$ cat src/rtl/uleb_pkg.sv
// Shared types, constants and helpers for the serial line editor buffer.
// Used by every module of the block but uleb_ram; depends on nothing.
package uleb_pkg;

	localparam int LINE_DEPTH  = 32;
	localparam int ADDR_W      = $clog2(LINE_DEPTH);
	localparam int POS_W       = $clog2(LINE_DEPTH + 1);
	localparam int QUEUE_DEPTH = 2;
	localparam int QPTR_W      = (QUEUE_DEPTH > 1) ? $clog2(QUEUE_DEPTH) : 1;
	localparam int QCNT_W      = $clog2(QUEUE_DEPTH + 1);

	localparam logic [7:0] CH_NEWLINE   = 8'h0A;
	localparam logic [7:0] CH_BACKSPACE = 8'h08;
	localparam logic [7:0] CH_SPACE     = 8'h20;
	localparam logic [7:0] CH_RETURN    = 8'h0D;
	localparam logic [7:0] CH_ZERO      = 8'h00;

	typedef enum logic [1:0] {
		CMD_RX_NEWLINE,
		CMD_RX_BACKSPACE,
		CMD_RX_PLAIN,
		CMD_READ
	} cmd_class_t;

	typedef struct packed {
		cmd_class_t        cls;
		logic [7:0]        ch;
		logic [POS_W-1:0]  count;
	} cmd_t;

	typedef enum logic [1:0] {
		KIND_ECHO  = 2'd0,
		KIND_LINE  = 2'd1,
		KIND_EMPTY = 2'd2
	} kind_t;

	typedef struct packed {
		logic       strobe;
		kind_t      kind;
		logic [7:0] data;
		logic       last;
		logic       line_done;
		logic [7:0] last_char;
	} result_t;

	typedef enum logic [2:0] {
		BK_IDLE,
		BK_RX_LOOK,
		BK_RX_CAPT,
		BK_RX_NL,
		BK_RX_ECHO,
		BK_RD_PRIME,
		BK_RD_WALK,
		BK_RD_EMPTY
	} back_state_t;

	// Limits a requested read length to the store depth.
	function automatic logic [POS_W-1:0] clamp_count(input logic [5:0] req);
		logic [POS_W-1:0] n;
		if (int'(req) > LINE_DEPTH) begin
			n = POS_W'(LINE_DEPTH);
		end else begin
			n = POS_W'(req);
		end
		return n;
	endfunction

endpackage

$ cat src/rtl/uleb_ram.sv
// Generic single-write, single-read RAM with a registered read port.
// Stands alone; no package dependency.
module uleb_ram #(
	parameter int WIDTH = 8,
	parameter int DEPTH = 32
) (
	input  logic                     clk,
	input  logic                     we,
	input  logic [$clog2(DEPTH)-1:0] waddr,
	input  logic [WIDTH-1:0]         wdata,
	input  logic                     re,
	input  logic [$clog2(DEPTH)-1:0] raddr,
	output logic [WIDTH-1:0]         rdata
);

	logic [WIDTH-1:0] mem_q [DEPTH];

	always_ff @(posedge clk) begin
		if (we) begin
			mem_q[waddr] <= wdata;
		end
		if (re) begin
			rdata <= mem_q[raddr];
		end
	end

endmodule

$ cat src/rtl/uleb_front.sv
// Front end: takes input items and classifies them into commands.
// Depends on uleb_pkg.
module uleb_front (
	input  logic                  start,
	input  logic                  op,
	input  logic [7:0]            rx_char,
	input  logic [5:0]            read_count,
	input  logic                  queue_full,
	output logic                  busy,
	output logic                  push,
	output uleb_pkg::cmd_t        cmd
);

	assign busy = queue_full;
	assign push = start && !queue_full;

	always_comb begin
		cmd.ch    = rx_char;
		cmd.count = uleb_pkg::clamp_count(read_count);
		if (op) begin
			cmd.cls = uleb_pkg::CMD_READ;
		end else if (rx_char == uleb_pkg::CH_NEWLINE) begin
			cmd.cls = uleb_pkg::CMD_RX_NEWLINE;
		end else if (rx_char == uleb_pkg::CH_BACKSPACE) begin
			cmd.cls = uleb_pkg::CMD_RX_BACKSPACE;
		end else begin
			cmd.cls = uleb_pkg::CMD_RX_PLAIN;
		end
	end

endmodule

$ cat src/rtl/uleb_queue.sv
// Short command queue between the front end and the back end.
// Depends on uleb_pkg.
module uleb_queue (
	input  logic           clk,
	input  logic           arst_n,
	input  logic           push,
	input  uleb_pkg::cmd_t push_cmd,
	input  logic           pop,
	output logic           full,
	output logic           empty,
	output uleb_pkg::cmd_t head
);

	uleb_pkg::cmd_t                   entry_q [uleb_pkg::QUEUE_DEPTH];
	logic [uleb_pkg::QPTR_W-1:0]      wr_ptr_q;
	logic [uleb_pkg::QPTR_W-1:0]      rd_ptr_q;
	logic [uleb_pkg::QCNT_W-1:0]      count_q;

	assign full  = (count_q == uleb_pkg::QCNT_W'(uleb_pkg::QUEUE_DEPTH));
	assign empty = (count_q == '0);
	assign head  = entry_q[rd_ptr_q];

	function automatic logic [uleb_pkg::QPTR_W-1:0] next_ptr(
		input logic [uleb_pkg::QPTR_W-1:0] p);
		logic [uleb_pkg::QPTR_W-1:0] r;
		if (p == uleb_pkg::QPTR_W'(uleb_pkg::QUEUE_DEPTH - 1)) begin
			r = '0;
		end else begin
			r = p + 1'b1;
		end
		return r;
	endfunction

	always_ff @(posedge clk) begin
		if (push) begin
			entry_q[wr_ptr_q] <= push_cmd;
		end
	end

	always_ff @(posedge clk or negedge arst_n) begin
		if (!arst_n) begin
			wr_ptr_q <= '0;
			rd_ptr_q <= '0;
			count_q  <= '0;
		end else begin
			if (push) begin
				wr_ptr_q <= next_ptr(wr_ptr_q);
			end
			if (pop) begin
				rd_ptr_q <= next_ptr(rd_ptr_q);
			end
			if (push && !pop) begin
				count_q <= count_q + 1'b1;
			end else if (pop && !push) begin
				count_q <= count_q - 1'b1;
			end
		end
	end

endmodule

$ cat src/rtl/uleb_back.sv
// Back end: executes queued commands against the line store and emits results.
// Depends on uleb_pkg and uleb_ram.
module uleb_back (
	input  logic              clk,
	input  logic              arst_n,
	input  logic              queue_empty,
	input  uleb_pkg::cmd_t    cmd,
	output logic              pop,
	output uleb_pkg::result_t res
);

	uleb_pkg::back_state_t                state_q, state_d;
	logic [uleb_pkg::POS_W-1:0]           fill_q;
	logic                                 done_q;
	logic [uleb_pkg::LINE_DEPTH-1:0]      valid_q;
	logic [7:0]                           fill_val_q;
	logic [7:0]                           lc_q;
	logic [7:0]                           ch_q;
	logic                                 nl_first_q;
	logic [uleb_pkg::POS_W-1:0]           rd_idx_q;
	logic [uleb_pkg::POS_W-1:0]           left_q;
	logic                                 sel_q;

	logic                                 ram_we;
	logic                                 ram_re;
	logic [uleb_pkg::ADDR_W-1:0]          ram_raddr;
	logic [7:0]                           ram_rdata;
	logic [7:0]                           entry_val;
	logic                                 has_room;
	logic [uleb_pkg::POS_W-1:0]           fill_m1;

	assign has_room  = (fill_q < uleb_pkg::POS_W'(uleb_pkg::LINE_DEPTH));
	assign fill_m1   = fill_q - 1'b1;
	// Entries not written since the last clear read as the clear value.
	assign entry_val = sel_q ? ram_rdata : fill_val_q;

	uleb_ram #(
		.WIDTH (8),
		.DEPTH (uleb_pkg::LINE_DEPTH)
	) u_store (
		.clk   (clk),
		.we    (ram_we),
		.waddr (fill_q[uleb_pkg::ADDR_W-1:0]),
		.wdata (cmd.ch),
		.re    (ram_re),
		.raddr (ram_raddr),
		.rdata (ram_rdata)
	);

	always_ff @(posedge clk or negedge arst_n) begin
		if (!arst_n) begin
			state_q <= uleb_pkg::BK_IDLE;
		end else begin
			state_q <= state_d;
		end
	end

	always_comb begin
		state_d       = state_q;
		pop           = 1'b0;
		ram_we        = 1'b0;
		ram_re        = 1'b0;
		ram_raddr     = rd_idx_q[uleb_pkg::ADDR_W-1:0];
		res.strobe    = 1'b0;
		res.kind      = uleb_pkg::KIND_ECHO;
		res.data      = ch_q;
		res.last      = 1'b0;
		res.line_done = done_q;
		res.last_char = lc_q;
		unique case (state_q)
			uleb_pkg::BK_IDLE: begin
				if (!queue_empty) begin
					pop = 1'b1;
					unique case (cmd.cls)
						uleb_pkg::CMD_READ: begin
							state_d = (cmd.count == '0) ? uleb_pkg::BK_RD_EMPTY
							                            : uleb_pkg::BK_RD_PRIME;
						end
						uleb_pkg::CMD_RX_PLAIN: begin
							ram_we  = has_room;
							state_d = uleb_pkg::BK_RX_LOOK;
						end
						uleb_pkg::CMD_RX_NEWLINE,
						uleb_pkg::CMD_RX_BACKSPACE: begin
							state_d = uleb_pkg::BK_RX_LOOK;
						end
						default: state_d = uleb_pkg::BK_IDLE;
					endcase
				end
			end
			uleb_pkg::BK_RX_LOOK: begin
				ram_re    = 1'b1;
				ram_raddr = fill_m1[uleb_pkg::ADDR_W-1:0];
				state_d   = uleb_pkg::BK_RX_CAPT;
			end
			uleb_pkg::BK_RX_CAPT: begin
				state_d = nl_first_q ? uleb_pkg::BK_RX_NL : uleb_pkg::BK_RX_ECHO;
			end
			uleb_pkg::BK_RX_NL: begin
				res.strobe = 1'b1;
				res.data   = uleb_pkg::CH_NEWLINE;
				state_d    = uleb_pkg::BK_RX_ECHO;
			end
			uleb_pkg::BK_RX_ECHO: begin
				res.strobe = 1'b1;
				res.last   = 1'b1;
				state_d    = uleb_pkg::BK_IDLE;
			end
			uleb_pkg::BK_RD_EMPTY: begin
				res.strobe = 1'b1;
				res.kind   = uleb_pkg::KIND_EMPTY;
				res.data   = uleb_pkg::CH_ZERO;
				res.last   = 1'b1;
				state_d    = uleb_pkg::BK_IDLE;
			end
			uleb_pkg::BK_RD_PRIME: begin
				ram_re  = 1'b1;
				state_d = uleb_pkg::BK_RD_WALK;
			end
			uleb_pkg::BK_RD_WALK: begin
				ram_re     = 1'b1;
				res.strobe = 1'b1;
				res.kind   = uleb_pkg::KIND_LINE;
				res.data   = entry_val;
				res.last   = (left_q == uleb_pkg::POS_W'(1));
				if (left_q == uleb_pkg::POS_W'(1)) begin
					state_d = uleb_pkg::BK_IDLE;
				end
			end
			default: state_d = uleb_pkg::BK_IDLE;
		endcase
	end

	// Control state of the line: position, done mark, entry valid bits and clear value.
	always_ff @(posedge clk or negedge arst_n) begin
		if (!arst_n) begin
			fill_q     <= '0;
			done_q     <= 1'b0;
			valid_q    <= '0;
			fill_val_q <= uleb_pkg::CH_ZERO;
		end else begin
			if (pop) begin
				unique case (cmd.cls)
					uleb_pkg::CMD_RX_NEWLINE: begin
						fill_q <= '0;
						done_q <= 1'b1;
					end
					uleb_pkg::CMD_RX_BACKSPACE: begin
						if (fill_q != '0) begin
							fill_q <= fill_m1;
						end
					end
					uleb_pkg::CMD_RX_PLAIN: begin
						if (has_room) begin
							fill_q <= fill_q + 1'b1;
							valid_q[fill_q[uleb_pkg::ADDR_W-1:0]] <= 1'b1;
						end
					end
					uleb_pkg::CMD_READ: begin
						done_q <= 1'b0;
						if (cmd.count == '0) begin
							valid_q    <= '0;
							fill_val_q <= uleb_pkg::CH_SPACE;
						end
					end
					default: done_q <= done_q;
				endcase
			end
			if (state_q == uleb_pkg::BK_RD_WALK && left_q == uleb_pkg::POS_W'(1)) begin
				valid_q    <= '0;
				fill_val_q <= uleb_pkg::CH_SPACE;
			end
		end
	end

	// Per-command working registers.
	always_ff @(posedge clk) begin
		if (pop) begin
			ch_q       <= cmd.ch;
			nl_first_q <= (fill_q == '0);
			left_q     <= cmd.count;
			rd_idx_q   <= '0;
			if (cmd.cls == uleb_pkg::CMD_READ) begin
				lc_q <= (fill_q == '0) ? uleb_pkg::CH_RETURN : uleb_pkg::CH_SPACE;
			end
		end
		if (ram_re) begin
			sel_q <= valid_q[ram_raddr];
		end
		if (state_q == uleb_pkg::BK_RX_CAPT) begin
			lc_q <= (fill_q == '0) ? uleb_pkg::CH_RETURN : entry_val;
		end
		if (state_q == uleb_pkg::BK_RD_PRIME || state_q == uleb_pkg::BK_RD_WALK) begin
			rd_idx_q <= rd_idx_q + 1'b1;
		end
		if (state_q == uleb_pkg::BK_RD_WALK) begin
			left_q <= left_q - 1'b1;
		end
	end

endmodule

$ cat src/rtl/uart_line_editor_buffer_top.sv
// Top level of the serial line editor buffer.
// Depends on uleb_pkg, uleb_front, uleb_queue and uleb_back.
//
// Usage: an item is taken at a rising edge with start high and busy low. With
// op low, rx_char is a received byte: it is echoed (preceded by an echoed
// newline when the line is empty), and it then ends the line, erases the last
// character, or is stored if room remains. With op high, the first read_count
// stored characters are emitted (clamped to the line depth), or a single empty
// marker when read_count is zero; the store then reads back as spaces and the
// done mark clears.
// Each result shows on kind, data, last, line_done and last_char for exactly
// one cycle with result_strobe high; the receiver cannot stall, so results
// never wait. line_done and last_char give the state after the whole item.
// Flow: items wait in a two-entry command queue; busy is high only while that
// queue is full. A received byte passes RX_LOOK and RX_CAPT, the store
// lookup for the new last character, then RX_NL when the newline echo is
// added, then RX_ECHO. A read primes the single store read port in RD_PRIME,
// then emits one character per cycle from it; an empty read emits its marker
// alone. Reset empties the queue, zeroes the position and done mark, and makes
// every store entry read as zero without a clearing pass.
module uart_line_editor_buffer_top (
	input  logic       clk,
	input  logic       arst_n,
	input  logic       start,
	output logic       busy,
	input  logic       op,
	input  logic [7:0] rx_char,
	input  logic [5:0] read_count,
	output logic       result_strobe,
	output logic [1:0] kind,
	output logic [7:0] data,
	output logic       last,
	output logic       line_done,
	output logic [7:0] last_char
);

	uleb_pkg::cmd_t    front_cmd;
	uleb_pkg::cmd_t    head_cmd;
	uleb_pkg::result_t res;
	logic              push;
	logic              pop;
	logic              queue_full;
	logic              queue_empty;

	// Classifies each incoming item into a command.
	uleb_front u_front (
		.start      (start),
		.op         (op),
		.rx_char    (rx_char),
		.read_count (read_count),
		.queue_full (queue_full),
		.busy       (busy),
		.push       (push),
		.cmd        (front_cmd)
	);

	// Decouples acceptance from execution.
	uleb_queue u_queue (
		.clk      (clk),
		.arst_n   (arst_n),
		.push     (push),
		.push_cmd (front_cmd),
		.pop      (pop),
		.full     (queue_full),
		.empty    (queue_empty),
		.head     (head_cmd)
	);

	// Executes commands against the line store.
	uleb_back u_back (
		.clk         (clk),
		.arst_n      (arst_n),
		.queue_empty (queue_empty),
		.cmd         (head_cmd),
		.pop         (pop),
		.res         (res)
	);

	assign result_strobe = res.strobe;
	assign kind          = res.kind;
	assign data          = res.data;
	assign last          = res.last;
	assign line_done     = res.line_done;
	assign last_char     = res.last_char;

endmodule

$ cat config.mk
export PLATFORM = sky130hd
export DESIGN_NAME = uart_line_editor_buffer_top
export DESIGN_NICKNAME = d
export VERILOG_FILES = /design/src/rtl/uleb_pkg.sv /design/src/rtl/uleb_ram.sv /design/src/rtl/uleb_front.sv /design/src/rtl/uleb_queue.sv /design/src/rtl/uleb_back.sv /design/src/rtl/uart_line_editor_buffer_top.sv
export SDC_FILE = /design/constraint.sdc
export NUM_CORES = 1
export LEC_CHECK = 0
export BUFFER_PORTS_ARGS = -buffer_cell sky130_fd_sc_hd__buf_2
export CAP_MARGIN = 40
export CORE_ASPECT_RATIO = 1.2
export CORE_MARGIN = 5
export CORE_UTILIZATION = 63
export CTS_CLUSTER_SIZE = 24
export DETAILED_ROUTE_END_ITERATION = 6
export PLACE_DENSITY_LB_ADDON = 0.1
export SYNTH_ARGS = -nofsm -noshare
export SYNTH_HDL_FRONTEND = slang
export SYNTH_SLANG_ARGS = --single-unit
$ cat constraint.sdc
create_clock -name clk -period 4.1 [get_ports clk]
set_input_delay 0.82 -clock clk [delete_from_list [all_inputs] [get_ports clk]]
set_output_delay 0.82 -clock clk [all_outputs]
set_load 0.02 [all_outputs]
==> reports/results.txt <==
Vias: 11900
Reg area: 10900 sq um
Max clock buf depth: 3
Die ar.: 31900 sq um
Clk pin slew, worst setup/hold paths: 60 ps
Setup CP Type: reg -> reg
Final ANT Viol Nets: 0
Clock Latency Late Sink: 530 ps
Global-route usage over all layers: 28.9%
Period minus WS final: 3580 ps
Met3 wire len: 3990 um
CP max FO: 99
Fmax: 0.279 GHz
Power share of the clock group: 21.5%
Via density: 6.68
CP startpoint kind: register
Gpl congestion: 0.972
Layout Skew: 17.8 ps
Endpoint class of the critical path: register
FF-to-FF path depth: 7
Global-route wire length before repair: 70000 um
Combinational power share: 42.9%
Top routing layer used: met4
Crit path from: u_back.fill_q[0]$_DFFE_PN0P_
Setup violators final: 0
Share of cells above drive strength 1: 19.8%
Fin crit share: 87.3%
CTS tree: done
Count of final hold-check violations: 0
Sw Share: 38.8%
Max_cap viols: 0
Post-synth design cell area: 17900 sq um
Top_reg_cell synth: edfxtp_1
Multi-input logic area: 6450 sq um
Rows: 67
Yosys cell types: 61
CTS Buf Count: 37
Reg-to-Reg Start: u_back.fill_q[0]$_DFFE_PN0P_
# resized after CTS: 0
Slew headroom: 43.5%
Status: complete, no violations
Internal power: 0.00926 W
Area Overhead vs Synth: 11.4%
Syn nets: 1350
CTS Root Cell: clkbuf_16
Die W: 164 um
Vias in the first global route: 11600
Metal1 wirelength: 17800 um
I/O pin cnt: 40
Postcts setup bufs: 0
Cts hold-fix bufs: 0
Switch Pwr: 0.00587 W
Seq cells post-synth: 372
Total wire length: 46100 um
Post-DP HPWL: 30200 um
Post-synthesis sequential area ratio: 61.2%
Max-slew violation count: 0
First-pass iteration count of the detailed router: 7
# diodes: 0
PwrDens: 760 nW/um^2
Initial core utilization: 63.8%
Required @ worst endpoint: 4370 ps
Syn Inst Count: 1321
DRC Markers: 0
R2R Setup Slk: 520 ps
Port-buffer cells: 39
# clock sinks: 372
Hold Path Class: in -> async
Mean Syn Cell Area: 13.5 sq um
Number of synthesized flops with an enable pin: 325
WP data arrival: 3850 ps
GRT overflow: 0
Setup TNS: 0 ps
Drt wl/cell: 25.9 um
Met2 Wirelength: 22500 um
VDD IR-drop max: 438 uV
Pin slew with the least headroom to its limit: 847 ps
Core area: 28000 sq um
Nets: 1403
Synth warnings: 0
1st-iter DRT viols: 1374
Ys async rst share: 12.6%
Leakage Power: 7.01 nW
Die span in y: 195 um
Final core utilization: 71.1%
Initial antenna violation count: 0
CTS H-tree lvls: 2
Reg power frac: 35.6%
RSZ-0062 raised after global routing: false
Fillcell total: 1893
R2r endpoint: u_back.u_store.rdata[7]$_DFFE_PP_
Largest net degree at the start of global routing: 100
CP Capture Point: u_back.u_store.rdata[7]$_DFFE_PP_
cell families (layout without fill, tap and decap cells):
logic type               count (synthesis)  count (layout)  share of synthesized area [%]
flip-flops                             372             372                           61.2
AO/OA/AOI/OAI                          298             298                           10.8
AND/OR/NAND/NOR                        276             276                           6.97
multiplexers                           230             230                           16.6
buffers and inverters                  117             198                           2.86
XOR/XNOR                                17              17                          0.833
adder cells (fa/ha/maj)                 11              11                          0.770
cells in the final DEF (no fill, tap or decap), types with 12 or more instances in the layout:
master and count:
a22oi_1 43, nor3_1 12, o21ai_0 54, mux2_2 47, nor2_1 108, a21oi_1 79
edfxtp_1 325, clkbuf_16 39, mux2i_1 133, nand3_1 25, o21a_1 37, a211oi_1 20
buf_2 39, inv_1 21, nand2_1 74, buf_4 62, mux4_2 48, o22ai_1 14
dfrtp_1 46
area by class of cell:
class | instances | share of cell area, %
inverter | 22 | 0.415
sequential | 372 | 54.9
timing repair buffer | 109 | 4.07
tap | 379 | 2.38
clock inverter | 15 | 0.496
clock buffer | 52 | 5.30
multi-input combinational | 832 | 32.4
power groups by stage:
stage                     clock network (W)  registers [W]  logic (W)
after floorplan                           0        0.00529    0.00442
after global placement                    0        0.00547    0.00622
after detailed placement                  0        0.00546    0.00641
after CTS                           0.00326        0.00538    0.00644
after global routing                0.00344        0.00542    0.00691
final                               0.00325        0.00539    0.00649
metrics by stage:
step | instances | hold WS, ps | worst slack [ps] | area [sq um] | power [W]
3_3_place_gp | 1709 | 468 | 591 | 18700 | 0.0117
5_1_grt | 1781 | 203 | 447 | 19900 | 0.0158
2_1_floorplan | 1321 | 436 | 728 | 17900 | 0.00971
3_5_place_dp | 1714 | 480 | 551 | 18800 | 0.0119
6_report | 1781 | 198 | 520 | 19900 | 0.0151
4_1_cts | 1781 | 195 | 520 | 19900 | 0.0151
worst min path at each step:
stage / from / end / depth (start not counted)
6_report: arst_n / u_back.state_q[2]$_DFFE_PN0P_ / 1
5_1_grt: arst_n / u_queue.wr_ptr_q$_DFFE_PN0N_ / 1
4_1_cts: arst_n / u_back.state_q[2]$_DFFE_PN0P_ / 1
3_5_place_dp: u_back.valid_q[18]$_DFFE_PN0P_ / u_back.valid_q[18]$_DFFE_PN0P_ / 1
3_3_place_gp: u_back.done_q$_DFFE_PN0P_ / u_back.done_q$_DFFE_PN0P_ / 2
2_1_floorplan: u_back.fill_val_q[5]$_DFFE_PN0P_ / u_back.fill_val_q[5]$_DFFE_PN0P_ / 1
critical path, stage by stage, from the launching register on:
cell     delay, ps
dfrtp_4        490
buf_12         280
o31a_1         350
o21ai_0        550
nand2_1        430
nor2_1         640
a22oi_1        270
a22o_1         270
cell usage after synthesis (6+ instances only):
cell type  instances  area [sq um]
a22o_1             6          52.6
buf_1             10          37.5
nor3_1            12          60.1
buf_2             30           150
dfrtp_1           47          1180
mux4_2            48          1080
o31ai_1            6          45.0
a21oi_1           80           400
edfxtp_1         325          9760
a22oi_1           43           323
mux2i_1          134          1340
nand2_1           74           278
o21a_1            37           278
nor2_1           108           405
nand3_1           25           125
o22ai_1           14          87.6
xnor2_1            9          78.8
o21ai_0           54           270
nor2b_1           10          62.6
or2_2              7          43.8
and3_1             9          56.3
xor2_1             8          70.1
ha_1              11           138
a211oi_1          20           150
mux2_2            47           529
clkbuf_1          49           184
inv_1             21          78.8
nand2b_1           6          37.5
layer usage:
metal / vias up / track usage [%]
met5: - / 0
li1: 5207 / -
met1: 5952 / 39.9
met4: 0 / 10.2
met2: 615 / 46.9
met3: 116 / 4.92
state kept, by name, summed over array words and instances (netlist names), 6 cells and up:
| signal | cells |
|---|---|
| u_back.ch_q | 8 |
| u_queue.entry_q | 32 |
| u_back.valid_q | 32 |
| u_back.left_q | 6 |
| u_back.u_store.rdata | 8 |
| u_back.lc_q | 8 |
| u_back.u_store.mem_q | 256 |
| u_back.fill_q | 6 |
Note: power is estimated with default switching activity, not from simulation.
